### src/rtl/dpfl_pkg.sv
`default_nettype none

package dpfl_pkg;

    localparam int PAGE_WORDS  = 8;
    localparam int FRAME_COUNT = 4;
    localparam int PAGE_COUNT  = 16;
    localparam int DATA_WIDTH  = 32;

    localparam int OFF_W     = $clog2(PAGE_WORDS);
    localparam int FRAME_W   = $clog2(FRAME_COUNT);
    localparam int PAGE_W    = $clog2(PAGE_COUNT);
    localparam int VADDR_W   = 7;
    localparam int PHYS_AW   = FRAME_W + OFF_W;
    localparam int BACK_AW   = PAGE_W + OFF_W;
    localparam int PHYS_SIZE = PAGE_WORDS * FRAME_COUNT;
    localparam int BACK_SIZE = PAGE_WORDS * PAGE_COUNT;
    localparam int CNT_W     = OFF_W + 1;

    typedef logic signed [DATA_WIDTH-1:0] data_t;

    typedef struct packed {
        logic               op;
        logic [VADDR_W-1:0] vaddr;
        data_t              wdata;
    } req_t;

    typedef struct packed {
        data_t              rdata;
        logic               fault;
        logic               evicted;
        logic [PAGE_W-1:0]  victim_page;
        logic               wrote_back;
        logic [FRAME_W-1:0] frame;
    } rsp_t;

    typedef enum logic [0:0] {
        OP_READ  = 1'b0,
        OP_WRITE = 1'b1
    } op_t;

    typedef enum logic [0:0] {
        POL_FIFO = 1'b0,
        POL_LRU  = 1'b1
    } policy_t;

    typedef enum logic [2:0] {
        S_IDLE,
        S_LOOK,
        S_VICT,
        S_WB,
        S_FILL,
        S_ACC,
        S_RD,
        S_DONE
    } state_t;

    // Page table command, one cycle wide.
    typedef struct packed {
        logic [PAGE_W-1:0]  addr;
        logic [FRAME_W-1:0] frame;
        logic               alloc;
        logic               unmap;
        logic               map;
        logic               touch;
        logic               mark_dirty;
    } ptab_cmd_t;

    typedef struct packed {
        logic               valid;
        logic               dirty;
        logic [FRAME_W-1:0] frame;
        logic [FRAME_W-1:0] alloc_frame;
        logic               alloc_evict;
        logic [PAGE_W-1:0]  alloc_owner;
    } ptab_stat_t;

    typedef struct packed {
        logic               phys_we;
        logic [PHYS_AW-1:0] phys_waddr;
        logic [PHYS_AW-1:0] phys_raddr;
        logic               back_we;
        logic [BACK_AW-1:0] back_waddr;
        logic [BACK_AW-1:0] back_raddr;
    } mem_ctl_t;

endpackage

`default_nettype wire

### src/rtl/dpfl_ptab.sv
`default_nettype none

module dpfl_ptab (
    input  logic                   clk,
    input  logic                   rst_n,
    input  dpfl_pkg::policy_t      policy,
    input  dpfl_pkg::ptab_cmd_t    cmd,
    output dpfl_pkg::ptab_stat_t   stat
);

    logic                         valid_reg [dpfl_pkg::PAGE_COUNT];
    logic                         dirty_reg [dpfl_pkg::PAGE_COUNT];
    logic [dpfl_pkg::FRAME_W-1:0] pframe_reg [dpfl_pkg::PAGE_COUNT];
    logic [dpfl_pkg::PAGE_W-1:0]  owner_reg [dpfl_pkg::FRAME_COUNT];
    logic                         used_reg [dpfl_pkg::FRAME_COUNT];
    logic [dpfl_pkg::FRAME_W-1:0] rank_reg [dpfl_pkg::FRAME_COUNT];
    logic [dpfl_pkg::FRAME_W-1:0] rank_next [dpfl_pkg::FRAME_COUNT];
    logic [dpfl_pkg::FRAME_W-1:0] fifo_reg;
    logic [dpfl_pkg::FRAME_W-1:0] fifo_next;
    logic [dpfl_pkg::FRAME_W-1:0] free_frame;
    logic                         any_free;
    logic [dpfl_pkg::FRAME_W-1:0] lru_frame;
    logic [dpfl_pkg::FRAME_W-1:0] victim;
    logic [dpfl_pkg::FRAME_COUNT-1:0] rank_seen;

    always_comb
    begin
        // Lowest free frame wins.
        any_free   = 1'b0;
        free_frame = '0;
        for (int i = dpfl_pkg::FRAME_COUNT - 1; i >= 0; i--)
        begin
            if (!used_reg[i])
            begin
                any_free   = 1'b1;
                free_frame = dpfl_pkg::FRAME_W'(i);
            end
        end

        lru_frame = '0;
        for (int i = 1; i < dpfl_pkg::FRAME_COUNT; i++)
        begin
            if (rank_reg[i] > rank_reg[lru_frame])
            begin
                lru_frame = dpfl_pkg::FRAME_W'(i);
            end
        end

        victim = (policy == dpfl_pkg::POL_LRU) ? lru_frame : fifo_reg;

        stat.valid       = valid_reg[cmd.addr];
        stat.dirty       = dirty_reg[cmd.addr];
        stat.frame       = pframe_reg[cmd.addr];
        stat.alloc_evict = !any_free;
        stat.alloc_frame = any_free ? free_frame : victim;
        stat.alloc_owner = owner_reg[victim];

        fifo_next = fifo_reg;
        if (cmd.alloc && !any_free && policy == dpfl_pkg::POL_FIFO)
        begin
            fifo_next = fifo_reg + 1'b1;
        end

        // Frames more recent than the touched one age by one.
        for (int i = 0; i < dpfl_pkg::FRAME_COUNT; i++)
        begin
            rank_next[i] = rank_reg[i];
            if (cmd.touch && rank_reg[i] < rank_reg[cmd.frame])
            begin
                rank_next[i] = rank_reg[i] + 1'b1;
            end
        end
        if (cmd.touch)
        begin
            rank_next[cmd.frame] = '0;
        end

        for (int i = 0; i < dpfl_pkg::FRAME_COUNT; i++)
        begin
            rank_seen[i] = 1'b0;
            for (int j = 0; j < dpfl_pkg::FRAME_COUNT; j++)
            begin
                if (rank_reg[j] == dpfl_pkg::FRAME_W'(i))
                begin
                    rank_seen[i] = 1'b1;
                end
            end
        end
    end

    always_ff @(posedge clk or negedge rst_n)
    begin
        if (!rst_n)
        begin
            for (int i = 0; i < dpfl_pkg::PAGE_COUNT; i++)
            begin
                valid_reg[i]  <= 1'b0;
                dirty_reg[i]  <= 1'b0;
                pframe_reg[i] <= '0;
            end
            for (int i = 0; i < dpfl_pkg::FRAME_COUNT; i++)
            begin
                owner_reg[i] <= '0;
                used_reg[i]  <= 1'b0;
                rank_reg[i]  <= dpfl_pkg::FRAME_W'(i);
            end
            fifo_reg <= '0;
        end
        else
        begin
            if (cmd.unmap)
            begin
                valid_reg[cmd.addr] <= 1'b0;
                dirty_reg[cmd.addr] <= 1'b0;
            end
            if (cmd.map)
            begin
                valid_reg[cmd.addr]  <= 1'b1;
                dirty_reg[cmd.addr]  <= 1'b0;
                pframe_reg[cmd.addr] <= cmd.frame;
                used_reg[cmd.frame]  <= 1'b1;
                owner_reg[cmd.frame] <= cmd.addr;
            end
            if (cmd.mark_dirty)
            begin
                dirty_reg[cmd.addr] <= 1'b1;
            end
            for (int i = 0; i < dpfl_pkg::FRAME_COUNT; i++)
            begin
                rank_reg[i] <= rank_next[i];
            end
            fifo_reg <= fifo_next;
        end
    end

    // The recency ranks must always be a permutation of the frames.
    a_rank_perm: assert property (@(posedge clk) disable iff (!rst_n)
        &rank_seen)
        else $error("lru ranks are not a permutation");

    // A resident page is owned by the frame it maps to.
    a_owner_back: assert property (@(posedge clk) disable iff (!rst_n)
        valid_reg[cmd.addr] |-> owner_reg[pframe_reg[cmd.addr]] == cmd.addr)
        else $error("page table and frame owner disagree");

    // Only a resident page is ever unmapped.
    a_unmap_valid: assert property (@(posedge clk) disable iff (!rst_n)
        cmd.unmap |-> valid_reg[cmd.addr])
        else $error("unmap of a page that is not resident");

endmodule

`default_nettype wire

### config.mk
export PLATFORM = sky130hd
export DESIGN_NAME = dpfl_ptab
export DESIGN_NICKNAME = d
export VERILOG_FILES = /design/src/rtl/dpfl_pkg.sv /design/src/rtl/dpfl_ptab.sv
export SDC_FILE = /design/constraint.sdc
export NUM_CORES = 1
export LEC_CHECK = 0
export BUFFER_PORTS_ARGS = -buffer_cell sky130_fd_sc_hd__buf_2
export CORE_ASPECT_RATIO = 0.9
export CORE_MARGIN = 2
export CORE_UTILIZATION = 55
export CTS_CLUSTER_DIAMETER = 200
export DETAILED_ROUTE_END_ITERATION = 10
export MAX_ROUTING_LAYER = met4
export PLACE_DENSITY = 0.83
export REMOVE_ABC_BUFFERS = 1
export SYNTH_ARGS = -nofsm -noshare
export SYNTH_HDL_FRONTEND = slang
export SYNTH_SLANG_ARGS = --single-unit
export TNS_END_PERCENT = 20
### constraint.sdc
create_clock -name clk -period 4.5 [get_ports clk]
set_clock_uncertainty 0.15 [all_clocks]
set_input_delay 0.9 -clock clk [delete_from_list [all_inputs] [get_ports clk]]
set_output_delay 0.9 -clock clk [all_outputs]
set_load 0.02 [all_outputs]
==> results.ini <==
[critical_path]
cp_slowest_cell = dfstp_2
timing.rr.end = rank_reg[5]
r2r_start = rank_reg[7]
critPathArrivalTime_ps = 4020
crit_path_end_kind = output port
crit_chain = inv_2 > ha_4 > nor2_4 > a2bb2oi_4 > mux2_4 > ha_4 > nand2_2 > o21a_1 > nor2_1 > a21oi_1 > ha_1 > nor2b_4 > o211a_1 > a311oi_2 > buf_6 > mux2i_1 > a22oi_1 > buf_4
reg2regPathDepth = 7
cp_data_required_time_ps = 3450
worstPathMaxFanout = 7
r2r_setup_slack_ps = 2270
cpPeakStageDelay_ps = 550
path_class = register to output port
cp_common_cell = ha_4
startpoint_type = register

[layout]
final_cell_mix = 92 x nand2_1, 90 x dfrtp_1, 48 x mux2_2
layout_commonest_cell = nand2_1
nNetsFinal = 462
syn2layout_area_growth_pct = 11.11
fin_area_mm2 = 0.005405
largest_reg_flops = 32
n_fill_cell = 679
drive_gt1_frac = 0.3235
final_cells = 561
antenna_cells = 0

[sta]
fin_crit_sh = 1.128
relSlewSlack = 0.3606
rsz0062_at_grt = yes
finalWorstSetupSlack_ps = -574.4
worstMarginPinSlew_ps = 959.1
fin_crit_ps = 5074
whs_ps = 333.4
hold_viol_final = 0
drv_slew = 0
setup_viol = 6
fin_tns_setup_ps = -2837
fmax_mhz = 197.1

[power_and_ir_drop]
power.total_w = 0.002367
p_leak_nw = 2.427
ir_drop_mv = 0.2900
p_per_area_mw_per_mm2 = 437.9

[route]
drc = 0
vias = 3307
drt-wirelength-per-cell_um = 17.94
dr.first_iter.drc_count = 137
routed_via_density = 5.895
firstDrtPassIters = 4
ant_nets = 0
wl_um = 10070

[synthesis]
synth_edf_count = 0
synth_top_area_frac = 0.4630
synth.area.top_cells = dfrtp_1 46%, mux2_2 11%, nand2_1 7.2%
async_flop_share = 1.000
synth.distinct_cells = 41
syn_area_per_cell_um2 = 11.78
synthesis.area_mm2 = 0.004865
yosysSeqAreaShare = 0.4846
synthCells = 413
ys_ff_latch = 94
synth_top_cell_by_area = dfrtp_1
yosys_most_used_dff = dfrtp_1
synth_warnings = 0

[placed_design]
dp_cells = 543
dpl.hpwl_um = 6843
placed_area_mm2 = 0.005094
place_congestion = 0.7981
io_buffers = 24

[run_status]
violations = setup timing
outcome = finished, violations left

[hold_path]
hold_path_class = register to register
hold_path.startpoint = fifo_reg[1]
hold_depth = 1
min_to = fifo_reg[1]

[clock_tree]
cts.sinks = 94
tritoncts = done
cts_htree_levels = 3
clk_path_buf_depth = 2
numCtsBuffers = 9
clkTransAtPathRegs_ps = 90
root_buffer = clkbuf_8
clk_latency_ps = 360

[global_routing]
grt_pass1_wl_um = 16590
gr-usage-met3 = 0.04858
grt_pass1_vias = 3486
grt-ovfl-total = 0
antenna_found_initial = 0
busiest_layer = met2
use_met1 = 0.2968
grt.total_usage = 0.2322
grt_max_degree = 77
use_met2 = 0.3793

[floorplanning]
start_util = 0.5678
ios = 25
core_area_mm2 = 0.008568
chipHeight_um = 93.22
die_area_mm2 = 0.009614
die_x_um = 103.1
rows = 32

[flow_run]
max-cap-violations = 0

[report_power, final]
group          internal, W  switching [W]  leakage, nW
Combinational     0.000362       0.000337         1.20
Sequential         0.00102      0.0000925         1.12
Clock             0.000259       0.000299        0.103
Total              0.00164       0.000729         2.43
[worst max path at each step]
| stage | end | from | cells past startpoint | slack [ps] |
|---|---|---|---|---|
| 2_1_floorplan | stat[0] | rank_reg[5] | 16 | -570 |
| 3_3_place_gp | stat[1] | rank_reg[4] | 17 | -150 |
| 3_5_place_dp | stat[3] | rank_reg[4] | 18 | -290 |
| 4_1_cts | stat[3] | rank_reg[4] | 18 | -520 |
| 5_1_grt | stat[0] | rank_reg[4] | 18 | -810 |
| 6_report | stat[3] | rank_reg[4] | 18 | -570 |
[per-stage QoR]
stage	setup slack, ps	util
after floorplan	-573.3	-
after global placement	-151.2	0.5945
after detailed placement	-292.2	0.5945
after CTS	-523.6	0.6260
after global routing	-809.5	0.6308
final	-574.4	0.6308
[synth_stat cells, types with 2 or more instances]
library cell	number
a21boi_0	3
ha_1	11
nor2_1	16
nand3b_1	3
nand2b_1	12
or2_2	2
dfstp_2	4
nor2b_1	7
nand2_1	93
dfrtp_1	90
and2_1	2
mux4_1	7
o21ai_0	6
buf_1	2
inv_1	8
buf_2	6
mux2i_1	5
o21a_1	2
nor3_1	5
mux2_2	49
clkbuf_1	13
a21oi_1	6
nor3b_1	5
a22oi_1	4
mux4_2	15
a22o_1	19
nor3_2	4
[worst max-delay path, delay by kind of cell, from the launching register on]
kind	cells	cell delay, ps
mux	2	550
fa+ha+maj	3	740
simple gates	4	380
compound gates	6	1020
buf+inv	3	410
flops	1	550
[cell type report]
type	instances	area, µm²	share of cell area
multi-input combinational	287	2444	0.4521
clock buffer	9	123.9	0.02292
sequential	94	2357	0.4361
timing repair buffer	37	226.5	0.04190
clock inverter	7	75.07	0.01389
tap	119	148.9	0.02755
inverter	8	30.03	0.005556
[kinds of logic after synthesis]
logic type,share of synthesized area
and+or+nand+nor,0.1484
AOI/OAI and AO/OA,0.07227
xor gates and xnor gates,0.003601
adders and majority gates,0.02829
DFF,0.4846
buffers and inverters,0.03190
muxes,0.2310
[per-layer routing]
| layer | up-vias | routed length [µm] |
|---|---|---|
| li1 | 1514 | - |
| met1 | 1678 | 4349 |
| met2 | 101 | 5131 |
| met3 | 14 | 476 |
| met4 | 0 | 109 |
| met5 | - | 0 |
[what timing repair did]
| action | 4_1_cts | 5_1_grt |
|---|---|---|
| gates resized for setup | 14 | 8 |
| hold buffers | 0 | 0 |
| gates cloned | 1 | 0 |
| setup buffers | 1 | 1 |
| pin swaps | 10 | 11 |
| setup endpoints to repair | 6 | 6 |
No activity file was read; power rests on OpenSTA's default activity.
